==> src/rtl/kts_pkg.sv <==
`timescale 1ns / 1ps
// ----------------------------------------------------------------------------
// kts_pkg: shared definitions of the key table search
// Table geometry, field widths, operation, mode and register codes.
// ----------------------------------------------------------------------------
package kts_pkg;

   // table geometry
   localparam int TABLE_DEPTH = 64;
   localparam int KEY_WIDTH   = 32;
   localparam int IDX_W       = $clog2(TABLE_DEPTH);
   localparam int LEN_W       = $clog2(TABLE_DEPTH + 1);

   // fixed field widths
   localparam int IN_IDX_W    = 6;
   localparam int IN_KEY_W    = 32;
   localparam int POS_W       = 6;
   localparam int CSR_IDX_W   = 1;
   localparam int CSR_DATA_W  = 7;
   localparam int TLEN_W      = 7;
   localparam int MODE_W      = 2;

   // operation codes
   localparam logic OP_WRITE  = 1'b0;
   localparam logic OP_SEARCH = 1'b1;

   // search modes
   localparam logic [MODE_W-1:0] MODE_FIRST  = 2'd0;
   localparam logic [MODE_W-1:0] MODE_LAST   = 2'd1;
   localparam logic [MODE_W-1:0] MODE_ALL    = 2'd2;
   localparam logic [MODE_W-1:0] MODE_BINARY = 2'd3;

   // register indexes
   localparam logic [CSR_IDX_W-1:0] CSR_TABLE_LENGTH = 1'b0;
   localparam logic [CSR_IDX_W-1:0] CSR_SEARCH_MODE  = 1'b1;

   typedef logic signed [KEY_WIDTH-1:0] key_type;

endpackage

==> src/rtl/kts_req_if.sv <==
`timescale 1ns / 1ps
// ----------------------------------------------------------------------------
// kts_req_if: request channel
// Carries write and search transactions into the key table search.
// ----------------------------------------------------------------------------
interface kts_req_if;
   logic                                 valid;
   logic                                 ready;
   logic                                 operation;
   logic [kts_pkg::IN_IDX_W-1:0]         entry_index;
   logic signed [kts_pkg::IN_KEY_W-1:0]  entry_key;
   logic signed [kts_pkg::IN_KEY_W-1:0]  search_key;

   modport source (output valid, operation, entry_index, entry_key, search_key,
                   input ready);
   modport sink   (input valid, operation, entry_index, entry_key, search_key,
                   output ready);
endinterface

==> src/rtl/kts_rsp_if.sv <==
`timescale 1ns / 1ps
// ----------------------------------------------------------------------------
// kts_rsp_if: response channel
// Carries search results out of the key table search.
// ----------------------------------------------------------------------------
interface kts_rsp_if;
   logic                        valid;
   logic                        ready;
   logic                        found;
   logic [kts_pkg::POS_W-1:0]   position;
   logic                        last;

   modport source (output valid, found, position, last, input ready);
   modport sink   (input valid, found, position, last, output ready);
endinterface

==> src/rtl/kts_ram.sv <==
`timescale 1ns / 1ps
// ----------------------------------------------------------------------------
// kts_ram: generic single-clock RAM
// One write port, one read port, read data registered.
// ----------------------------------------------------------------------------
module kts_ram #(
   parameter int WIDTH = 32,
   parameter int DEPTH = 64
) (
   input  logic                     clock,
   input  logic                     wr_en,
   input  logic [$clog2(DEPTH)-1:0] wr_addr,
   input  logic [WIDTH-1:0]         wr_data,
   input  logic [$clog2(DEPTH)-1:0] rd_addr,
   output logic [WIDTH-1:0]         rd_data
);
   logic [WIDTH-1:0] mem_ff [DEPTH];
   logic [WIDTH-1:0] rd_data_ff;

   // write and registered read
   always_ff @(posedge clock) begin
      if (wr_en) begin
         mem_ff[wr_addr] <= wr_data;
      end
      rd_data_ff <= mem_ff[rd_addr];
   end

   assign rd_data = rd_data_ff;
endmodule

==> src/rtl/key_table_search.sv <==
`timescale 1ns / 1ps
// ----------------------------------------------------------------------------
// key_table_search: table of signed keys with configurable search
// Write transactions fill a key RAM; search transactions scan it first-match,
// last-match, all-matches or by bisection and return one or more results.
// ----------------------------------------------------------------------------
//  channel  | dir | handshake     | contents
//  req_chan | in  | valid / ready | operation, entry_index, entry_key, search_key
//  rsp_chan | out | valid / ready | found, position, last
//  csr_*    | in  | csr_wr_en     | csr_index, csr_wr_data (table_length, search_mode)
//
//  A write is done in the idle state. A linear search reads one entry per cycle
//  from the key RAM unless a result waits on a full result register. A binary
//  search runs at most 7 bisection steps (read, compare) and ends a miss in S_FIN.
//  Reset clears the configuration registers and the control; the datapath
//  registers and the key RAM are not cleared. A full result register stalls the
//  scan; a new transaction is taken once the last result of the search sits in the result register.
// ----------------------------------------------------------------------------
module key_table_search (
   input  logic                              clock,
   input  logic                              reset,
   kts_req_if.sink                           req_chan,
   kts_rsp_if.source                         rsp_chan,
   input  logic                              csr_wr_en,
   input  logic [kts_pkg::CSR_IDX_W-1:0]     csr_index,
   input  logic [kts_pkg::CSR_DATA_W-1:0]    csr_wr_data
);
   localparam int IDX_W = kts_pkg::IDX_W;
   localparam int LEN_W = kts_pkg::LEN_W;

   localparam logic [2:0] S_IDLE = 3'd0;
   localparam logic [2:0] S_LIN  = 3'd1;
   localparam logic [2:0] S_BRD  = 3'd2;
   localparam logic [2:0] S_BCMP = 3'd3;
   localparam logic [2:0] S_FIN  = 3'd4;

   logic [2:0]                         state_ff, state_in;
   logic [kts_pkg::TLEN_W-1:0]         tlen_ff, tlen_in;
   logic [kts_pkg::MODE_W-1:0]         mode_ff, mode_in;
   logic [kts_pkg::MODE_W-1:0]         smode_ff, smode_in;
   kts_pkg::key_type                   key_ff, key_in;
   logic [IDX_W-1:0]                   iss_idx_ff, iss_idx_in;
   logic [LEN_W-1:0]                   iss_left_ff, iss_left_in;
   logic                               cmp_vld_ff, cmp_vld_in;
   logic [IDX_W-1:0]                   cmp_idx_ff, cmp_idx_in;
   logic                               prev_vld_ff, prev_vld_in;
   logic [IDX_W-1:0]                   prev_idx_ff, prev_idx_in;
   logic [LEN_W-1:0]                   lo_ff, lo_in;
   logic [LEN_W-1:0]                   hip_ff, hip_in;
   logic                               rsp_vld_ff, rsp_vld_in;
   logic                               found_ff, found_in;
   logic [kts_pkg::POS_W-1:0]          pos_ff, pos_in;
   logic                               last_ff, last_in;

   logic                               ram_we;
   logic [IDX_W-1:0]                   ram_waddr;
   kts_pkg::key_type                   ram_wdata;
   logic [IDX_W-1:0]                   ram_raddr;
   kts_pkg::key_type                   ram_rdata;

   logic [LEN_W-1:0]                   len_sat;
   logic                               out_free;
   logic                               hit;
   logic                               hit_v;
   logic                               need_emit;
   logic [LEN_W:0]                     mid_sum;
   logic [IDX_W-1:0]                   mid;

   // key storage
   kts_ram #(
      .WIDTH (kts_pkg::KEY_WIDTH),
      .DEPTH (kts_pkg::TABLE_DEPTH)
   ) u_key_ram (
      .clock   (clock),
      .wr_en   (ram_we),
      .wr_addr (ram_waddr),
      .wr_data (ram_wdata),
      .rd_addr (ram_raddr),
      .rd_data (ram_rdata)
   );

   // saturate the length and decode the compare
   assign len_sat   = (tlen_ff > kts_pkg::TLEN_W'(kts_pkg::TABLE_DEPTH))
                      ? LEN_W'(kts_pkg::TABLE_DEPTH) : LEN_W'(tlen_ff);
   assign out_free  = !rsp_vld_ff || rsp_chan.ready;
   assign hit       = (ram_rdata == key_ff);
   assign hit_v     = cmp_vld_ff && hit;
   assign need_emit = hit_v && ((smode_ff != kts_pkg::MODE_ALL) || prev_vld_ff);
   assign mid_sum   = {1'b0, lo_ff} + {1'b0, hip_ff} - (LEN_W + 1)'(1);
   assign mid       = IDX_W'(mid_sum >> 1);

   assign ram_waddr = IDX_W'(req_chan.entry_index);
   assign ram_wdata = kts_pkg::KEY_WIDTH'(req_chan.entry_key);

   assign req_chan.ready    = (state_ff == S_IDLE);
   assign rsp_chan.valid    = rsp_vld_ff;
   assign rsp_chan.found    = found_ff;
   assign rsp_chan.position = pos_ff;
   assign rsp_chan.last     = last_ff;

   // configuration registers
   always_comb begin
      tlen_in = tlen_ff;
      mode_in = mode_ff;
      if (csr_wr_en) begin
         case (csr_index)
            kts_pkg::CSR_TABLE_LENGTH: tlen_in = csr_wr_data[kts_pkg::TLEN_W-1:0];
            kts_pkg::CSR_SEARCH_MODE:  mode_in = csr_wr_data[kts_pkg::MODE_W-1:0];
            default: ;
         endcase
      end
   end

   // search sequencer
   always_comb begin
      logic [LEN_W-1:0] lo_nx;
      logic [LEN_W-1:0] hip_nx;
      logic             ld;
      logic             ld_found;
      logic [IDX_W-1:0] ld_idx;
      logic             ld_last;

      state_in    = state_ff;
      smode_in    = smode_ff;
      key_in      = key_ff;
      iss_idx_in  = iss_idx_ff;
      iss_left_in = iss_left_ff;
      cmp_vld_in  = cmp_vld_ff;
      cmp_idx_in  = cmp_idx_ff;
      prev_vld_in = prev_vld_ff;
      prev_idx_in = prev_idx_ff;
      lo_in       = lo_ff;
      hip_in      = hip_ff;
      ram_we      = 1'b0;
      ram_raddr   = iss_idx_ff;
      lo_nx       = lo_ff;
      hip_nx      = hip_ff;
      ld          = 1'b0;
      ld_found    = 1'b0;
      ld_idx      = '0;
      ld_last     = 1'b1;

      case (state_ff)
         S_IDLE: begin
            if (req_chan.valid) begin
               if (req_chan.operation == kts_pkg::OP_WRITE) begin
                  ram_we = (req_chan.entry_index < kts_pkg::TABLE_DEPTH);
               end else begin
                  key_in      = kts_pkg::KEY_WIDTH'(req_chan.search_key);
                  smode_in    = mode_ff;
                  lo_in       = '0;
                  hip_in      = len_sat;
                  iss_left_in = len_sat;
                  iss_idx_in  = (mode_ff == kts_pkg::MODE_LAST)
                                ? IDX_W'(len_sat - LEN_W'(1)) : '0;
                  cmp_vld_in  = 1'b0;
                  prev_vld_in = 1'b0;
                  if (len_sat == '0) begin
                     state_in = S_FIN;
                  end else if (mode_ff == kts_pkg::MODE_BINARY) begin
                     state_in = S_BRD;
                  end else begin
                     state_in = S_LIN;
                  end
               end
            end
         end
         S_LIN: begin
            if (need_emit && !out_free) begin
               // hold: re-read the entry under compare
               ram_raddr = cmp_idx_ff;
            end else begin
               // advance the scan by one entry
               ram_raddr = iss_idx_ff;
               if (iss_left_ff != '0) begin
                  cmp_vld_in  = 1'b1;
                  cmp_idx_in  = iss_idx_ff;
                  iss_idx_in  = (smode_ff == kts_pkg::MODE_LAST)
                                ? iss_idx_ff - IDX_W'(1) : iss_idx_ff + IDX_W'(1);
                  iss_left_in = iss_left_ff - LEN_W'(1);
               end else begin
                  cmp_vld_in = 1'b0;
               end
               if (hit_v) begin
                  if (smode_ff == kts_pkg::MODE_ALL) begin
                     if (prev_vld_ff) begin
                        ld       = 1'b1;
                        ld_found = 1'b1;
                        ld_idx   = prev_idx_ff;
                        ld_last  = 1'b0;
                     end
                     prev_vld_in = 1'b1;
                     prev_idx_in = cmp_idx_ff;
                  end else begin
                     ld         = 1'b1;
                     ld_found   = 1'b1;
                     ld_idx     = cmp_idx_ff;
                     cmp_vld_in = 1'b0;
                     state_in   = S_IDLE;
                  end
               end else if (!cmp_vld_ff && (iss_left_ff == '0)) begin
                  state_in = S_FIN;
               end
            end
         end
         S_BRD: begin
            ram_raddr  = mid;
            cmp_idx_in = mid;
            state_in   = S_BCMP;
         end
         S_BCMP: begin
            ram_raddr = cmp_idx_ff;
            if (hit) begin
               if (out_free) begin
                  ld       = 1'b1;
                  ld_found = 1'b1;
                  ld_idx   = cmp_idx_ff;
                  state_in = S_IDLE;
               end
            end else begin
               // narrow the interval
               if (key_ff < ram_rdata) begin
                  hip_nx = LEN_W'(cmp_idx_ff);
               end else begin
                  lo_nx = LEN_W'(cmp_idx_ff) + LEN_W'(1);
               end
               lo_in    = lo_nx;
               hip_in   = hip_nx;
               state_in = (lo_nx < hip_nx) ? S_BRD : S_FIN;
            end
         end
         S_FIN: begin
            if (out_free) begin
               ld = 1'b1;
               if ((smode_ff == kts_pkg::MODE_ALL) && prev_vld_ff) begin
                  ld_found = 1'b1;
                  ld_idx   = prev_idx_ff;
               end
               state_in = S_IDLE;
            end
         end
         default: begin
            state_in = S_IDLE;
         end
      endcase

      // result register
      found_in   = ld ? ld_found : found_ff;
      pos_in     = ld ? kts_pkg::POS_W'(ld_idx) : pos_ff;
      last_in    = ld ? ld_last : last_ff;
      rsp_vld_in = ld ? 1'b1 : (rsp_chan.ready ? 1'b0 : rsp_vld_ff);
   end

   // control registers
   always_ff @(posedge clock) begin
      if (reset) begin
         state_ff   <= S_IDLE;
         tlen_ff    <= '0;
         mode_ff    <= kts_pkg::MODE_FIRST;
         cmp_vld_ff <= 1'b0;
         rsp_vld_ff <= 1'b0;
      end else begin
         state_ff   <= state_in;
         tlen_ff    <= tlen_in;
         mode_ff    <= mode_in;
         cmp_vld_ff <= cmp_vld_in;
         rsp_vld_ff <= rsp_vld_in;
      end
   end

   // datapath registers
   always_ff @(posedge clock) begin
      smode_ff    <= smode_in;
      key_ff      <= key_in;
      iss_idx_ff  <= iss_idx_in;
      iss_left_ff <= iss_left_in;
      cmp_idx_ff  <= cmp_idx_in;
      prev_vld_ff <= prev_vld_in;
      prev_idx_ff <= prev_idx_in;
      lo_ff       <= lo_in;
      hip_ff      <= hip_in;
      found_ff    <= found_in;
      pos_ff      <= pos_in;
      last_ff     <= last_in;
   end

   // checks
   a_search_blocks: assert property (@(posedge clock) disable iff (reset)
      (req_chan.valid && req_chan.ready && (req_chan.operation == kts_pkg::OP_SEARCH))
      |=> !req_chan.ready)
      else $error("search accepted but channel stayed ready");

   a_scan_in_range: assert property (@(posedge clock) disable iff (reset)
      ((state_ff == S_LIN) && cmp_vld_ff) |-> (LEN_W'(cmp_idx_ff) < len_sat))
      else $error("scan compared an entry beyond the table length");

   a_bisect_nonempty: assert property (@(posedge clock) disable iff (reset)
      (state_ff == S_BRD) |-> (lo_ff < hip_ff))
      else $error("bisection read with an empty interval");

   a_partial_all_only: assert property (@(posedge clock) disable iff (reset)
      (rsp_vld_ff && !last_ff) |-> (smode_ff == kts_pkg::MODE_ALL))
      else $error("non-final result outside all-matches mode");

endmodule
==> src/flat_wrapper.sv <==
// flat-port wrapper written by rule: the top's interface ports become plain ports
module key_table_search_flat 
  (clock, reset, csr_wr_en, csr_index, csr_wr_data, req_chan_valid, req_chan_operation, req_chan_entry_index, req_chan_entry_key, req_chan_search_key, req_chan_ready, rsp_chan_valid, rsp_chan_found, rsp_chan_position, rsp_chan_last, rsp_chan_ready);
  kts_req_if req_chan_i ();
  kts_rsp_if rsp_chan_i ();
  input  logic clock;
  input  logic reset;
  input  logic csr_wr_en;
  input  logic [kts_pkg::CSR_IDX_W-1:0] csr_index;
  input  logic [kts_pkg::CSR_DATA_W-1:0] csr_wr_data;
  input wire logic [$bits(req_chan_i.valid)-1:0] req_chan_valid;
  input wire logic [$bits(req_chan_i.operation)-1:0] req_chan_operation;
  input wire logic [$bits(req_chan_i.entry_index)-1:0] req_chan_entry_index;
  input wire logic [$bits(req_chan_i.entry_key)-1:0] req_chan_entry_key;
  input wire logic [$bits(req_chan_i.search_key)-1:0] req_chan_search_key;
  output wire logic [$bits(req_chan_i.ready)-1:0] req_chan_ready;
  output wire logic [$bits(rsp_chan_i.valid)-1:0] rsp_chan_valid;
  output wire logic [$bits(rsp_chan_i.found)-1:0] rsp_chan_found;
  output wire logic [$bits(rsp_chan_i.position)-1:0] rsp_chan_position;
  output wire logic [$bits(rsp_chan_i.last)-1:0] rsp_chan_last;
  input wire logic [$bits(rsp_chan_i.ready)-1:0] rsp_chan_ready;
  assign req_chan_i.valid = req_chan_valid;
  assign req_chan_i.operation = req_chan_operation;
  assign req_chan_i.entry_index = req_chan_entry_index;
  assign req_chan_i.entry_key = req_chan_entry_key;
  assign req_chan_i.search_key = req_chan_search_key;
  assign req_chan_ready = req_chan_i.ready;
  assign rsp_chan_valid = rsp_chan_i.valid;
  assign rsp_chan_found = rsp_chan_i.found;
  assign rsp_chan_position = rsp_chan_i.position;
  assign rsp_chan_last = rsp_chan_i.last;
  assign rsp_chan_i.ready = rsp_chan_ready;
  key_table_search u_core (.clock(clock), .reset(reset), .req_chan(req_chan_i), .rsp_chan(rsp_chan_i), .csr_wr_en(csr_wr_en), .csr_index(csr_index), .csr_wr_data(csr_wr_data));
endmodule
==> config.mk <==
export PLATFORM = sky130hd
export DESIGN_NAME = key_table_search_flat
export DESIGN_NICKNAME = d
export VERILOG_FILES = /design/src/rtl/kts_pkg.sv /design/src/rtl/kts_req_if.sv /design/src/rtl/kts_rsp_if.sv /design/src/rtl/kts_ram.sv /design/src/rtl/key_table_search.sv /design/src/flat_wrapper.sv
export SDC_FILE = /design/constraint.sdc
export NUM_CORES = 2
export LEC_CHECK = 0
export ABC_AREA = 1
export BUFFER_PORTS_ARGS = -buffer_cell sky130_fd_sc_hd__buf_2
export CAP_MARGIN = 20
export CORE_MARGIN = 2
export CORE_UTILIZATION = 45
export CTS_BUF_LIST = sky130_fd_sc_hd__clkbuf_4
export CTS_CLUSTER_DIAMETER = 60
export DETAILED_ROUTE_END_ITERATION = 6
export PLACE_DENSITY = 0.59
export SLEW_MARGIN = 5
export SYNTH_ARGS = -nofsm -noshare
export SYNTH_HDL_FRONTEND = slang
export SYNTH_SLANG_ARGS = --single-unit
export TNS_END_PERCENT = 1
==> constraint.sdc <==
create_clock -name clock -period 14.6 [get_ports clock]
set_clock_uncertainty 0.2 [all_clocks]
set_input_delay 1.46 -clock clock [delete_from_list [all_inputs] [get_ports clock]]
set_output_delay 1.46 -clock clock [all_outputs]
set_load 0.01 [all_outputs]
==> impl_metrics.yaml <==
setup_path:
  path_class: "reg -> reg"
  cp-end-kind: "register"
  arrival_ps: 8000
  worstSetupStartpointType: "register"
  worst-path-max-fanout: 143
  crit_required_ps: 15660
power_and_ir_drop:
  vdd_drop_max_mv: 0.209
  power.leakage_uw: 0.0427
  cellPowerDensity_mw_per_mm2: 184
floorplanning:
  fp.dieW_um: 467
  start_util: 0.451
  rows: 170
  pin_count: 94
  core_area_mm2: 0.214
  die_h_um: 467
  die_area_mm2: 0.218
clock_tree:
  cts.path.max_buffers: 4
  tritoncts: "yes"
  clock_sinks: 2176
  cts_max_level: 6
  cts_buffers: 600
  cts-root-buf: "clkbuf_4"
  cts_resized: 0
  clk_pin_slew_worst_paths_ps: 70
  insertion_delay_ps: 1420
synthesis:
  synth_xor_area_frac: 0.00136
  synthFlopType: "edfxtp_1"
  yosys_warnings: 0
  synth-edff-count: 2130
  yosys.area_share.simple: 0.233
  synth_top_family_by_area: "simple AND/OR/NAND/NOR gates"
  synth-compound-area-share: 0.00687
  syn_inst: 8696
  synthAdderAreaFrac: 0.00767
  avgSynthCellArea_um2: 11.1
  yosysSeqAreaShare: 0.672
  muxShareOfSynthArea: 0.000104
  synth_area_mm2: 0.0966
  synthesis.nets: 8838
  synth-seq-cells: 2176
  ys_types: 48
  async_reset_ff_frac: 0
placed_design:
  gp_congestion: 0.842
  place_area_mm2: 0.0997
  dp_hpwl_um: 143000
  portBuffers: 93
  dp_cells: 11200
finish:
  final_nets: 9175
  area_growth_pct: 11.6
  stdcell_area_mm2: 0.108
  drive_above_1_share: 0.140
  nFillCells: 19200
  seqCellArea_mm2: 0.0649
  layout.cells.non_filler: 12300
  utilization: 0.504
  multi_input_area_mm2: 0.0246
drt:
  vias_per_cell: 5.54
  num_vias: 68200
  drt-wirelength-per-cell_um: 23.7
  drtPass1Iterations: 7
  detail-route-antenna-nets: 0
  drt_iter0_drc: 7896
  routed_wl_um: 292000
  drc: 0
global_route:
  grt_first_pass_wirelength_um: 427000
  grt_pass1_vias: 65700
  antenna_found_initial: 28
  grt.overflow.total: 0
  grt_max_degree: 186
  track_usage: 0.263
timing:
  period_needed_ps: 6940
  slew_viol_final: 0
  max_freq_mhz: 144
  fin_tns_setup_ps: 0
  setup_viol: 0
  tightest_slew_ps: 1090
  slew_headroom: 0.275
  fin_crit_sh: 0.475
  rsz0062_at_grt: "false"
  hold_violations: 0
  hold_ws_ps: 129
min_path:
  min_path_type: "in -> reg"
run:
  drv_cap: 0
outcome:
  status: "complete, no violations"
-- worst max-delay path, stage by stage (launching register included) --
cell,delay (ps)
dfxtp_1,500
inv_1,170
ha_1,340
nand2_1,70
nor2_1,140
nand2_1,120
nor2_1,110
buf_4,200
nand2_2,100
nor2_4,130
nand4_1,90
nand2_1,70
nand2_1,120
nand2_8,560
buf_12,690
buf_4,830
buf_4,760
nand3_1,150
nand3_1,120
nand3_1,130
nand3_1,130
nand3_1,400
nand2_1,450
-- metrics by stage --
| stage | total power, uW | setup WS, ps |
|---|---|---|
| 2_1_floorplan | 12000 | 9020 |
| 3_3_place_gp | 14400 | 7530 |
| 3_5_place_dp | 14400 | 7510 |
| 4_1_cts | 19900 | 7720 |
| 5_1_grt | 21000 | 7450 |
| 6_report | 19900 | 7660 |
-- power breakdown --
part | switching (uW) | total [uW] | internal [uW]
clock network | 2530 | 5480 | 2940
logic | 5410 | 7340 | 1930
registers | 65.9 | 7040 | 6980
-- timing repair --
item,4_1_cts,5_1_grt
setup buffers,0,0
hold buffers,31,0
endpoints found under the hold margin,33,0
-- metal layers --
metal,part of all wire,track usage
met1,0.41,0.357
met3,0.083,0.0474
met5,0.00012,0
met4,0.036,0.112
met2,0.47,0.417
-- area by class of cell --
| type | instances | share of cell area |
|---|---|---|
| diodes | 12 | 0.000279 |
| repair buffers | 298 | 0.0220 |
| multi-input cells | 4661 | 0.228 |
| inverters | 1296 | 0.0453 |
| flip-flops and latches | 2176 | 0.602 |
| well taps | 2838 | 0.0329 |
| clock inverters | 86 | 0.00382 |
| clock buffers | 938 | 0.0653 |
-- sequential cells by signal, summed over array words and instances, names as in the netlist --
signal,count
u_core.cmp_idx_ff,6
u_core.cmp_vld_ff,1
u_core.hip_ff,7
u_core.iss_idx_ff,6
u_core.iss_left_ff,7
u_core.key_ff,32
u_core.lo_ff,7
u_core.mode_ff,2
u_core.prev_idx_ff,6
u_core.prev_vld_ff,1
u_core.rsp_chan.found,1
u_core.rsp_chan.last,1
u_core.rsp_chan.position,6
u_core.rsp_chan.valid,1
u_core.smode_ff,2
u_core.state_ff,3
u_core.tlen_ff,7
u_core.u_key_ram.mem_ff,2048
u_core.u_key_ram.rd_data,32
-- cells by family after synthesis --
logic type | Yosys count
adders and majority gates | 58
AOI/OAI and AO/OA | 119
DFF | 2176
muxes | 1
xor gates and xnor gates | 15
buffers and inverters | 1859
and+or+nand+nor | 4468
-- final timing paths --
kind	start	to	slack, ps	depth (start not counted)
worst min-delay path	req_chan_search_key[12]	u_core.key_ff[12]	130	1
worst min register to register	u_core.mode_ff[1]	u_core.smode_ff[1]	280	0
worst max-delay path	u_core.u_key_ram.rd_data[7]	u_core.u_key_ram.rd_data[22]	7660	22
worst max register to register	u_core.u_key_ram.rd_data[7]	u_core.u_key_ram.rd_data[22]	7660	22
-- cells in the mapped netlist, types with 2 or more instances --
cell type / number / area, um^2
buf_4: 38 / 285
nand3_1: 2217 / 11100
nor2_1: 132 / 495
nor4_1: 4 / 25.0
nor2_4: 3 / 33.8
o22ai_1: 12 / 75.1
o21a_1: 2 / 15.0
a21oi_1: 29 / 145
clkinv_1: 2 / 7.51
a31oi_1: 3 / 18.8
nand2_2: 4 / 25.0
o21bai_1: 2 / 15.0
nand2_1: 1328 / 4980
nor3_1: 9 / 45.0
or2_2: 2 / 12.5
xnor2_1: 2 / 17.5
inv_2: 6 / 22.5
inv_1: 1288 / 4830
fa_1: 2 / 40.0
clkbuf_1: 138 / 518
xor2_1: 13 / 114
buf_6: 17 / 191
a211oi_1: 2 / 15.0
edfxtp_1: 2130 / 64000
nand4_1: 2 / 12.5
o21ai_0: 59 / 295
buf_2: 327 / 1640
ha_1: 56 / 701
buf_1: 43 / 161
dfxtp_1: 46 / 921
nand3b_1: 759 / 5700
nor2_2: 3 / 18.8
-- layout by cell type (no fill, tap or decap), types with 4 or more instances in the layout --
master and instances:
diode_2 12, clkinv_2 6, o22ai_1 12, dfxtp_1 46
dlygate4sd3_1 31, clkbuf_4 938, edfxtp_1 2130, inv_2 18
nand3b_1 759, nor4_1 4, nand2_1 1328, inv_1 1287
buf_12 23, a21oi_1 28, o21ai_0 58, nor2_1 68
buf_2 93, xor2_1 13, nand3_1 2217, nor3_1 8
ha_1 56, clkinv_1 64, buf_4 151, nor2_4 67
Power figures use the tool's default switching activity.
